===== src/assert_macros.svh =====
// Assertion macros used by the top-level RTL module; all sample on clk and drop out during reset.
`ifndef ASSERT_MACROS_SVH
`define ASSERT_MACROS_SVH

// Check a condition on every clock edge.
`define ASSERT_ALWAYS(label, cond, msg) \
  label: assert property (@(posedge clk) disable iff (!rst_n) (cond)) else $error(msg);

// Check a same-cycle implication; the consequent may carry a ## delay.
`define ASSERT_IMPLIES(label, ante, cons, msg) \
  label: assert property (@(posedge clk) disable iff (!rst_n) (ante) |-> cons) else $error(msg);

// Check an implication whose consequent is checked in the next cycle.
`define ASSERT_NEXT(label, ante, cons, msg) \
  label: assert property (@(posedge clk) disable iff (!rst_n) (ante) |=> (cons)) else $error(msg);

`endif


===== src/psgcap_pkg.sv =====
// Shared types and constants for the sound register capture block.
package psgcap_pkg;

  typedef enum logic [1:0] {
    STYLE_UNDECIDED = 2'd0,
    STYLE_SINGLE    = 2'd1,
    STYLE_LATCH     = 2'd2
  } port_style_t;

  typedef enum logic [1:0] {
    FSM_IDLE,
    FSM_READ,
    FSM_SEND
  } dump_state_t;

  // Configuration register indexes
  localparam logic CFG_FORCE_LATCH = 1'b0;
  localparam logic CFG_FRAME_LIMIT = 1'b1;

  localparam logic [14:0] FRAME_LIMIT_RESET = 15'd9000;

  // Port decode
  localparam logic [7:0] PORT_LO_DATA   = 8'hfd;
  localparam logic [7:0] PORT_LO_LOCK   = 8'hfe;
  localparam logic [7:0] PORT_HI_SELECT = 8'hff;
  localparam logic [7:0] PORT_HI_WRITE  = 8'hbf;
  localparam logic [7:0] PORT_HI_CTRL   = 8'hf6;
  localparam logic [7:0] PORT_HI_LATCH  = 8'hf4;
  localparam logic [1:0] TOP_SELECT     = 2'b11;
  localparam logic [1:0] TOP_WRITE      = 2'b10;

  // Frame dump layout
  localparam logic [3:0] DUMP_REGS = 4'd14;
  localparam logic [3:0] DUMP_LAST = 4'd15;

  typedef struct packed {
    port_style_t style;
    logic [3:0]  sel;
    logic [7:0]  latch;
    logic        mem_we;
    logic [3:0]  mem_addr;
    logic [7:0]  mem_data;
    logic        clear;
  } port_upd_t;

endpackage


===== src/psg_port_capture_frame_dump.sv =====
// Top level: sound register capture from CPU port writes with per-frame register dump.
// Port write: taken while idle, updates the register bank at the transfer edge, no result.
// Frame tick: the dump steps from IDLE through READ (registered read of the bank) to SEND,
//   which holds each byte until the sink takes it, then back to READ for the next entry;
//   after the sixteenth byte it returns to idle. One item at a time.
// Reset (rst_n low, synchronous): style undecided, select, latch and frame count zero,
//   frame limit 9000, all bank entries read as zero at once through per-entry valid bits.
`include "assert_macros.svh"

module psg_port_capture_frame_dump (
  input  logic        clk,
  input  logic        rst_n,
  // configuration
  input  logic        cfg_we,
  input  logic        cfg_index,
  input  logic [14:0] cfg_data,
  // input channel
  input  logic        in_valid,
  output logic        in_ready,
  input  logic        in_func,
  input  logic [7:0]  in_port_high,
  input  logic [7:0]  in_port_low,
  input  logic [7:0]  in_write_data,
  // result channel
  output logic        out_valid,
  input  logic        out_ready,
  output logic [7:0]  out_frame_byte,
  output logic        out_last_byte,
  output logic        out_done_res,
  output logic        out_latch_style
);

  psgcap_pkg::dump_state_t state_r, state_nxt;
  psgcap_pkg::port_style_t style_r;
  psgcap_pkg::port_upd_t   upd;

  logic [3:0]  sel_r;
  logic [7:0]  latch_r;
  logic [14:0] limit_r;
  logic [14:0] fcount_r;
  logic [14:0] fcount_nxt;
  logic        done_r;
  logic        latch_flag_r;
  logic [3:0]  idx_r, idx_nxt;

  // Register bank: one write port, one registered read port
  logic [7:0]  bank_mem [16];
  logic [15:0] bank_vld_r;
  logic [7:0]  rd_data_r;
  logic        rd_vld_r;

  logic in_xfer, out_xfer, port_xfer, tick_xfer, rd_en;

  assign in_xfer   = in_valid && in_ready;
  assign out_xfer  = out_valid && out_ready;
  assign port_xfer = in_xfer && !in_func;
  assign tick_xfer = in_xfer && in_func;

  // Decode the port write against the current style, select and latch
  psgcap_decode u_decode (
    .style      (style_r),
    .sel        (sel_r),
    .latch      (latch_r),
    .port_high  (in_port_high),
    .port_low   (in_port_low),
    .write_data (in_write_data),
    .upd        (upd)
  );

  // Saturating frame count; done compares the updated count
  always_comb begin
    fcount_nxt = (fcount_r < limit_r) ? fcount_r + 15'd1 : fcount_r;
  end

  // Dump sequencer: read an entry, then hold it on the output until the transfer
  always_comb begin
    state_nxt = state_r;
    idx_nxt   = idx_r;
    in_ready  = 1'b0;
    out_valid = 1'b0;
    rd_en     = 1'b0;
    case (state_r)
      psgcap_pkg::FSM_IDLE: begin
        in_ready = 1'b1;
        if (tick_xfer) begin
          idx_nxt   = '0;
          state_nxt = psgcap_pkg::FSM_READ;
        end
      end
      psgcap_pkg::FSM_READ: begin
        rd_en     = 1'b1;
        state_nxt = psgcap_pkg::FSM_SEND;
      end
      psgcap_pkg::FSM_SEND: begin
        out_valid = 1'b1;
        if (out_ready) begin
          if (idx_r == psgcap_pkg::DUMP_LAST) begin
            state_nxt = psgcap_pkg::FSM_IDLE;
          end else begin
            idx_nxt   = idx_r + 4'd1;
            state_nxt = psgcap_pkg::FSM_READ;
          end
        end
      end
      default: begin
        state_nxt = psgcap_pkg::FSM_IDLE;
      end
    endcase
  end

  always_ff @(posedge clk) begin
    if (!rst_n) begin
      state_r <= psgcap_pkg::FSM_IDLE;
      idx_r   <= '0;
    end else begin
      state_r <= state_nxt;
      idx_r   <= idx_nxt;
    end
  end

  // Control state: style, select, latch, frame count, configuration
  always_ff @(posedge clk) begin
    if (!rst_n) begin
      style_r      <= psgcap_pkg::STYLE_UNDECIDED;
      sel_r        <= '0;
      latch_r      <= '0;
      limit_r      <= psgcap_pkg::FRAME_LIMIT_RESET;
      fcount_r     <= '0;
      done_r       <= 1'b0;
      latch_flag_r <= 1'b0;
      bank_vld_r   <= '0;
    end else begin
      if (port_xfer) begin
        style_r <= upd.style;
        sel_r   <= upd.sel;
        latch_r <= upd.latch;
        if (upd.clear) begin
          bank_vld_r <= '0;
        end else if (upd.mem_we) begin
          bank_vld_r[upd.mem_addr] <= 1'b1;
        end
      end
      if (tick_xfer) begin
        fcount_r     <= fcount_nxt;
        done_r       <= (fcount_nxt >= limit_r);
        latch_flag_r <= (style_r == psgcap_pkg::STYLE_LATCH);
      end
      // Configuration must be written only while idle, so it never meets a transfer; the block does not enforce this
      if (cfg_we) begin
        case (cfg_index)
          psgcap_pkg::CFG_FORCE_LATCH: begin
            style_r <= cfg_data[0] ? psgcap_pkg::STYLE_LATCH : psgcap_pkg::STYLE_UNDECIDED;
          end
          psgcap_pkg::CFG_FRAME_LIMIT: begin
            limit_r <= cfg_data;
          end
          default: begin
          end
        endcase
      end
    end
  end

  // Bank write: port writes happen only while idle, dump reads only outside idle,
  // so the read and write ports never touch the same entry in one cycle
  always_ff @(posedge clk) begin
    if (port_xfer && upd.mem_we) begin
      bank_mem[upd.mem_addr] <= upd.mem_data;
    end
  end

  always_ff @(posedge clk) begin
    if (rd_en) begin
      rd_data_r <= bank_mem[idx_r];
    end
  end

  // Padding slots and never-written or cleared entries read as zero
  always_ff @(posedge clk) begin
    if (!rst_n) begin
      rd_vld_r <= 1'b0;
    end else if (rd_en) begin
      rd_vld_r <= bank_vld_r[idx_r] && (idx_r < psgcap_pkg::DUMP_REGS);
    end
  end

  assign out_frame_byte  = rd_vld_r ? rd_data_r : 8'h00;
  assign out_last_byte   = (idx_r == psgcap_pkg::DUMP_LAST);
  assign out_done_res    = done_r;
  assign out_latch_style = latch_flag_r;

  `ASSERT_ALWAYS(a_one_side, !(in_ready && out_valid), "input taken while a dump byte is pending")
  `ASSERT_IMPLIES(a_tick_latency, tick_xfer, ##2 out_valid, "first dump byte late")
  `ASSERT_IMPLIES(a_pad_zero, out_valid && idx_r >= psgcap_pkg::DUMP_REGS, out_frame_byte == 8'h00, "padding byte not zero")
  `ASSERT_NEXT(a_last_ends, out_xfer && out_last_byte, in_ready, "dump did not end after last byte")

endmodule


===== src/psgcap_decode.sv =====
// Port write decoder: next style, select, latch and register bank write for one port write.
module psgcap_decode (
  input  psgcap_pkg::port_style_t style,
  input  logic [3:0]              sel,
  input  logic [7:0]              latch,
  input  logic [7:0]              port_high,
  input  logic [7:0]              port_low,
  input  logic [7:0]              write_data,
  output psgcap_pkg::port_upd_t   upd
);

  always_comb begin
    upd          = '0;
    upd.style    = style;
    upd.sel      = sel;
    upd.latch    = latch;
    upd.mem_addr = sel;
    upd.mem_data = write_data;

    // Single-port-pair decode
    if (style != psgcap_pkg::STYLE_LATCH && port_low == psgcap_pkg::PORT_LO_DATA) begin
      if (port_high == psgcap_pkg::PORT_HI_SELECT) begin
        upd.style = psgcap_pkg::STYLE_SINGLE;
        upd.sel   = write_data[3:0];
      end else if (port_high == psgcap_pkg::PORT_HI_WRITE) begin
        upd.style  = psgcap_pkg::STYLE_SINGLE;
        upd.mem_we = 1'b1;
      end else if (port_high[7:6] == psgcap_pkg::TOP_SELECT) begin
        upd.sel = write_data[3:0];
      end else if (port_high[7:6] == psgcap_pkg::TOP_WRITE) begin
        upd.mem_we = 1'b1;
      end
    end else if (style != psgcap_pkg::STYLE_LATCH &&
                 port_low == psgcap_pkg::PORT_LO_LOCK) begin
      upd.style = psgcap_pkg::STYLE_SINGLE;
    end

    // Latch-plus-control decode, seen after the step above
    if (upd.style != psgcap_pkg::STYLE_SINGLE) begin
      if (port_high == psgcap_pkg::PORT_HI_CTRL) begin
        if (write_data[7:6] == psgcap_pkg::TOP_WRITE) begin
          upd.mem_we   = 1'b1;
          upd.mem_addr = upd.sel;
          upd.mem_data = latch;
        end else if (write_data[7:6] == psgcap_pkg::TOP_SELECT) begin
          upd.sel = latch[3:0];
        end
      end else if (port_high == psgcap_pkg::PORT_HI_LATCH) begin
        upd.latch = write_data;
        if (upd.style == psgcap_pkg::STYLE_UNDECIDED) begin
          upd.style = psgcap_pkg::STYLE_LATCH;
          upd.clear = 1'b1;
        end
      end
    end
  end

endmodule


===== config.mk =====
export PLATFORM = sky130hd
export DESIGN_NAME = psg_port_capture_frame_dump
export DESIGN_NICKNAME = d
export VERILOG_FILES = /design/src/psgcap_pkg.sv /design/src/psg_port_capture_frame_dump.sv /design/src/psgcap_decode.sv
export VERILOG_INCLUDE_DIRS = /design/src /design/src/src
export SDC_FILE = /design/constraint.sdc
export NUM_CORES = 1
export LEC_CHECK = 0
export ABC_CLOCK_PERIOD_IN_PS = 3840
export BUFFER_PORTS_ARGS = -buffer_cell sky130_fd_sc_hd__buf_2
export CORE_UTILIZATION = 55
export CTS_CLUSTER_DIAMETER = 30
export DETAILED_ROUTE_END_ITERATION = 10
export PLACE_DENSITY = 0.73
export SYNTH_ARGS = -nofsm -noshare
export SYNTH_HDL_FRONTEND = slang
export SYNTH_SLANG_ARGS = --single-unit

===== constraint.sdc =====
create_clock -name clk -period 3.84 [get_ports clk]
set_input_delay 0.576 -clock clk [delete_from_list [all_inputs] [get_ports clk]]
set_output_delay 0.576 -clock clk [all_outputs]
set_load 0.005 [all_outputs]

==> impl_metrics.csv, run 1 <==
group,metric,value,unit
power,p_comb_share,3.7,%
logic_synthesis,synth-warning-count,0,
cells_and_area,drive_gt1_share,25.33,%
clock_tree,cts_max_path_buffers,3,
sta,tightest_slew,1.153,ns
sta,fin_worst_skew,0.02618,ns
setup_path,critPathRequiredTime,4.22,ns
sta,finalCritPeriodShare,93.59,%
global_routing,grt_max_degree,40,
die,fp-row-count,47,
logic_synthesis,syn-num-nets,808,
placed_design,gp_congestion,0.9055,
logic_synthesis,synth_area_per_cell,13.06,um2
sta,final_max_slew_viol_count,0,
setup_path,cp.arrival,3.97,ns
placed_design,dp.cells,987,
logic_synthesis,synthesis.area,9545,um2
cells_and_area,fin_cells,1057,
logic_synthesis,yosys.area.top_type,"edfxtp_1",
clock_tree,clock_sinks,203,
placed_design,io_buffers,58,
drt,vias_per_cell,6.080,
power,clkPwrFrac,56.3,%
global_routing,grt_pass1_vias,6670,
placed_design,dp_hpwl,14.51,mm
global_routing,grt_antenna_before_repair,0,
drt,routed_wl,22.40,mm
power,p_per_area,520.2,nW/um2
flow_run,cap_violations,0,
clock_tree,clk_latency,0.51,ns
power,internal_power,4.587,mW
drt,drt-initial-drc-count,544,
global_routing,grt_pass1_wl,35.95,mm
sta,slew_headroom,23.14,%
sta,max_freq,278.2,MHz
drt,wl_per_cell,21.19,um
sta,rsz0062_at_grt,"no",
die,fp.dieW,133.7,um
setup_path,startpoint_type,"flip-flop",
logic_synthesis,synth-main-ff-cell,"edfxtp_1",
logic_synthesis,synth_edf_count,136,
outcome,outcome,"finished, final reports clean",
clock_tree,cts.clk_slew.worst_paths,0.05,ns
power,p_sw,1.334,mW
drt,firstDrtPassIters,5,
global_routing,grt-ovfl-total,0,
power,p_leak,4.014,nW
clock_tree,cts_hold_buffers,0,
worst_hold_path,hold_path.class,"in2reg",
logic_synthesis,netlist_instances,731,
logic_synthesis,yosysMostFrequentCell,"edfxtp_1",
cells_and_area,nets,885,
die,core_area,16760,um2
sta,tns,0,ns
clock_tree,root_buffer,"clkbuf_16",
setup_path,cp-end-kind,"flip-flop",
die,die-area,17890,um2
sta,setup_viol_count_final,0,
die,die_y,133.7,um
die,top_level_ports,59,
cells_and_area,syn2layout_area_growth,19.24,%
clock_tree,cts_buffers,39,
logic_synthesis,ys_seq_area_share,56.84,%
logic_synthesis,synthTopCellsByArea,"edfxtp_1 43%, dfxtp_1 14%, mux4_2 10%",
clock_tree,htreeDepth,2,
cells_and_area,post-route-util,67.91,%
sta,hold_viol,0,
cells_and_area,fill_cells,1178,
logic_synthesis,synth_cell_types,55,
drt,vias,6427,
drt,drc,0,
power,p_seq_share,40.0,%
setup_path,crit_type,"reg2reg",
logic_synthesis,ys_ff_latch,203,
logic_synthesis,synth_commonest_cells,"136 x edfxtp_1, 69 x nand2_1, 67 x dfxtp_1",
logic_synthesis,synth_top_area_share,42.78,%
clock_tree,cts_tree,"built",
global_routing,track_usage,26.55,%
power,p_sw_share,22.53,%
drt,drtAntennaViolNets,0,
sta,period_needed,3.594,ns
cells_and_area,num_antenna_cells,0,
logic_synthesis,synth_async_sr_flop_share,0,%
setup_path,critical_path.max_fanout,27,
power,peakVddDrop,0.0004297,V
die,initial_core_util,56.95,%
-- final cells by class --
cell class | instances | area (um2) | area share [%]
Clock buffer | 46 | 1065 | 9.355
Timing Repair Buffer | 76 | 425.4 | 3.737
Tap cell | 220 | 275.3 | 2.418
Multi-Input combinational cell | 465 | 3865 | 33.96
Sequential cell | 203 | 5426 | 47.67
Clock inverter | 24 | 239.0 | 2.100
Inverter | 23 | 86.33 | 0.7585
-- cell families after synthesis --
logic type,count (synthesis),share of synthesized area (%)
XOR/XNOR,16,1.468
AND/OR/NAND/NOR,230,12.47
flip-flops,203,56.84
multiplexers,62,12.36
buffers and inverters,63,2.818
adder cells (fa/ha/maj),31,4.063
AO/OA/AOI/OAI,126,9.988
-- placed cells by master (no fill, tap or decap), types with 7 or more instances in the layout --
cell type	n
buf_4	18
o21a_1	22
inv_1	23
clkbuf_16	41
nor3_1	15
o21ai_0	11
buf_2	58
and2_1	11
ha_1	31
a21oi_1	36
o31ai_1	11
nor2_1	40
nand3_1	15
nand4_1	10
or4_1	18
a211oi_1	10
a21oi_4	9
mux2_2	7
or3_1	11
mux4_2	44
dfxtp_1	66
nand2_1	69
clkinvlp_4	7
nand2b_1	17
xnor2_1	10
edfxtp_1	136
mux2i_1	11
-- power groups by stage --
stage	combinational (mW)	clock (mW)	sequential, mW
2_1_floorplan	0.143	0	2.40
3_3_place_gp	0.210	0	2.41
3_5_place_dp	0.218	0	2.41
4_1_cts	0.221	3.37	2.37
5_1_grt	0.244	3.48	2.37
6_report	0.222	3.33	2.37
-- metrics by stage --
stage	hold slack [ns]	cell area (um2)	total power [mW]	setup WS [ns]
2_1_floorplan	0.4354	9545	2.542	0.3691
3_3_place_gp	0.4419	10080	2.619	0.4849
3_5_place_dp	0.4532	10080	2.628	0.3394
4_1_cts	0.2867	11380	5.956	0.2903
5_1_grt	0.3052	11380	6.088	0.005806
6_report	0.2932	11380	5.921	0.2460
-- routing by layer --
layer	routed length, um	part of all wire, %	track usage, %
met5	0	0	0
met2	11240	50	44.47
met4	759	3.4	10.98
met1	9057	40	34.41
met3	1339	6.0	4.300
-- repair_timing --
| action | CTS | global route |
|---|---|---|
| setup buffers | 0 | 0 |
| endpoints found under the setup margin | 0 | 1 |
| resized for setup | 0 | 1 |
-- critical path, cell delays in order, from the launching register on --
cell and delay (ns):
dfxtp_1 0.33, inv_1 0.07, ha_1 0.31, and2_0 0.18
a221o_1 0.31, a211oi_1 0.44, o21ai_2 0.19, buf_4 0.27
or3_1 0.41, xnor2_1 0.13, ha_1 0.20, a2111oi_0 0.24
o21ai_0 0.15, o2111ai_1 0.12, a31oi_1 0.11
-- registers in the layout (all words and copies together) (netlist names) --
signal,flops
bank_mem,128
bank_vld_r,14
fcount_r,15
idx_r,4
latch_r,8
limit_r,15
out_done_res,1
out_latch_style,1
rd_data_r,8
rd_vld_r,1
sel_r,4
state_r,2
style_r,2
-- worst paths after layout --
check | cells after the start | to | startpoint | slack [ns]
setup / recovery | 14 | out_done_res | limit_r[10] | 0.25
hold / removal | 3 | limit_r[13] | cfg_data[13] | 0.29
setup reg to reg | 14 | out_done_res | limit_r[10] | 0.25
hold reg to reg | 2 | limit_r[11] | limit_r[11] | 0.46
(Power assumes the default switching activity.)
==> inputs of run 2 (changes only) <==
--- a/config.mk
+++ b/config.mk
@@ -11,7 +11,7 @@
 export CORE_UTILIZATION = 55
 export CTS_CLUSTER_DIAMETER = 30
 export DETAILED_ROUTE_END_ITERATION = 10
-export PLACE_DENSITY = 0.73
+export PLACE_DENSITY_LB_ADDON = 0.1
 export SYNTH_ARGS = -nofsm -noshare
 export SYNTH_HDL_FRONTEND = slang
 export SYNTH_SLANG_ARGS = --single-unit
==> run 2 against run 1 <==
Net effect: fmax grew 2.4%; die area is the same; via count shrank 0.61%; utilization grew 0.26 points; clock power grew 1%; hold slack is essentially flat; clock skew shrank 0.0096 ns; worst setup slack gained 0.084 ns; critical path depth shrank 1; global-route usage shrank 0.077 points; combinational power is essentially flat; highest routed layer unchanged.
==> impl_metrics.csv, run 2 (synthesis gave the netlist of run 1 again) <==
group,metric,value,unit
sta,final_max_slew_viol_count,0,
setup_path,critical_path.max_fanout,14,
sta,hold_viol,0,
die,fp.dieW,133.7,um
global_routing,grt_pass1_vias,6610,
drt,drt-initial-drc-count,471,
die,die_y,133.7,um
placed_design,dp_slack,0.2592,ns
cells_and_area,num_antenna_cells,0,
die,initial_core_util,56.95,%
cells_and_area,fill_cells,1180,
cells_and_area,finalInstanceArea,11430,um2
clock_tree,cts_max_path_buffers,3,
cells_and_area,syn2layout_area_growth,19.70,%
cells_and_area,post-route-util,68.17,%
die,core_area,16760,um2
power,p_per_area,521.5,nW/um2
clock_tree,cts.clk_slew.worst_paths,0.05,ns
drt,firstDrtPassIters,5,
sta,setup_ws,0.3295,ns
drt,routed_wl,22.30,mm
setup_path,crit_chain,"ha_1 -> a21o_1 -> a221o_1 -> a211oi_2 -> o21ai_2 -> nor3_1 -> xor2_1 -> ha_1 -> a21o_1 -> a2111oi_0 -> o21ai_0 -> o2111ai_1 -> a31oi_1",
power,peakVddDrop,0.0003594,V
setup_path,crit_path_top_delay_cell,"dfxtp_1",
drt,wl_per_cell,21.02,um
power,p_leak,4.039,nW
clock_tree,cts_tree,"built",
drt,drtAntennaViolNets,0,
drt,drc,0,
cells_and_area,nets,887,
sta,tightest_slew,1.203,ns
cells_and_area,largest_register,"bank_mem",
setup_path,cp-end-kind,"flip-flop",
drt,vias_per_cell,6.021,
setup_path,startpoint_type,"flip-flop",
global_routing,grt-ovfl-total,0,
sta,hold_ws,0.2930,ns
global_routing,track_usage,26.47,%
sta,finalCritPeriodShare,91.42,%
setup_path,critPathRequiredTime,4.22,ns
flow_run,cap_violations,0,
cells_and_area,drive_gt1_share,25.09,%
sta,fin_worst_skew,0.01657,ns
global_routing,grt_pass1_wl,35.67,mm
placed_design,io_buffers,58,
cells_and_area,regArea,5426,um2
clock_tree,cts_hold_buffers,0,
sta,tns,0,ns
global_routing,grt_antenna_before_repair,0,
clock_tree,cts_buffers,39,
sta,period_needed,3.511,ns
cells_and_area,multiInputGateArea,3869,um2
die,die-area,17890,um2
outcome,outcome,"finished, final reports clean",
setup_path,crit_type,"reg2reg",
placed_design,dp_hpwl,14.82,mm
cells_and_area,mostFrequentLayoutCell,"edfxtp_1",
worst_hold_path,hold_path.class,"in2reg",
sta,slew_headroom,19.76,%
clock_tree,root_buffer,"clkbuf_16",
die,fp-row-count,47,
clock_tree,postCtsSetupBuffers,0,
setup_path,cp.arrival,3.89,ns
cells_and_area,largest_register_ffs,128,
die,top_level_ports,59,
clock_tree,clk_latency,0.51,ns
sta,max_freq,284.9,MHz
cells_and_area,reg_top3,"bank_mem x128, fcount_r x15, limit_r x15",
drt,vias,6388,
global_routing,grt_max_degree,32,
sta,setup_viol_count_final,0,
placed_design,dpl-instance-area,10090,um2
sta,rsz0062_at_grt,"no",
placed_design,gp_congestion,0.8623,
clock_tree,htreeDepth,2,
clock_tree,clock_sinks,203,
setup_path,critical_path.max_stage_delay,0.43,ns
cells_and_area,final_cell_mix,"136 x edfxtp_1, 69 x nand2_1, 66 x dfxtp_1",
run 2: cell count changes in the layout (fill, tap and decap cells not counted), moves of 2 or more:
| cell | before | now |
|---|---|---|
| clkinvlp_4 | 7 | 4 |
| clkinv_4 | 3 | 8 |
| buf_4 | 18 | 20 |
| bufinv_16 | 2 | 4 |
| clkinv_1 | 1 | 7 |
| clkinv_2 | 2 | 0 |
| inv_8 | 3 | 0 |
run 2: metal layers:
metal	wire length, um	vias to the layer above	part of all wire [%]	GRT usage [%]
met1	9380	3187	42	34.67
met4	597	0	2.7	9.722
li1	-	2964	-	-
met2	11080	190	50	43.93
met5	0	-	0	0
met3	1242	47	5.6	5.061
run 2: worst paths after layout:
check	depth (start not counted)	end	startpoint	slack (ns)
worst min-delay path	3	limit_r[13]	cfg_data[13]	0.29
worst max register to register	13	out_done_res	fcount_r[8]	0.33
worst max-delay path	13	out_done_res	fcount_r[8]	0.33
worst min register to register	2	limit_r[12]	limit_r[12]	0.45
run 2: worst max-delay path: cells and delay by family (launching register included):
kind	cells	cell delay (ns)
XOR/XNOR	1	0.19
flip-flops	1	0.43
AND/OR/NAND/NOR	1	0.28
adder cells (fa/ha/maj)	2	0.56
AO/OA/AOI/OAI	9	1.93
run 2: layout make-up:
class	instances	area share, %
Tap cell	220	2.409
Clock inverter	29	2.683
Sequential cell	203	47.49
Multi-Input combinational cell	465	33.86
Clock buffer	43	8.947
Inverter	23	0.7556
Timing Repair Buffer	78	3.855
run 2: where the power goes:
part           internal (mW)  leakage, nW  switching [mW]
Clock                   2.21        0.633            1.16
Combinational         0.0873         1.64           0.132
Sequential              2.35         1.77          0.0183
Total                   4.65         4.04            1.31
run 2: repair_timing:
item,in CTS,in global routing
gates resized for setup,0,1
hold endpoints to repair,0,0
setup endpoints to repair,0,1
run 2: metrics by stage:
| step | cells | power [mW] |
|---|---|---|
| after global placement | 989 | 2.620 |
| final | 1061 | 5.959 |
| after global routing | 1061 | 6.123 |
| after detailed placement | 989 | 2.629 |
| after floorplan | 731 | 2.542 |
| after CTS | 1061 | 5.987 |
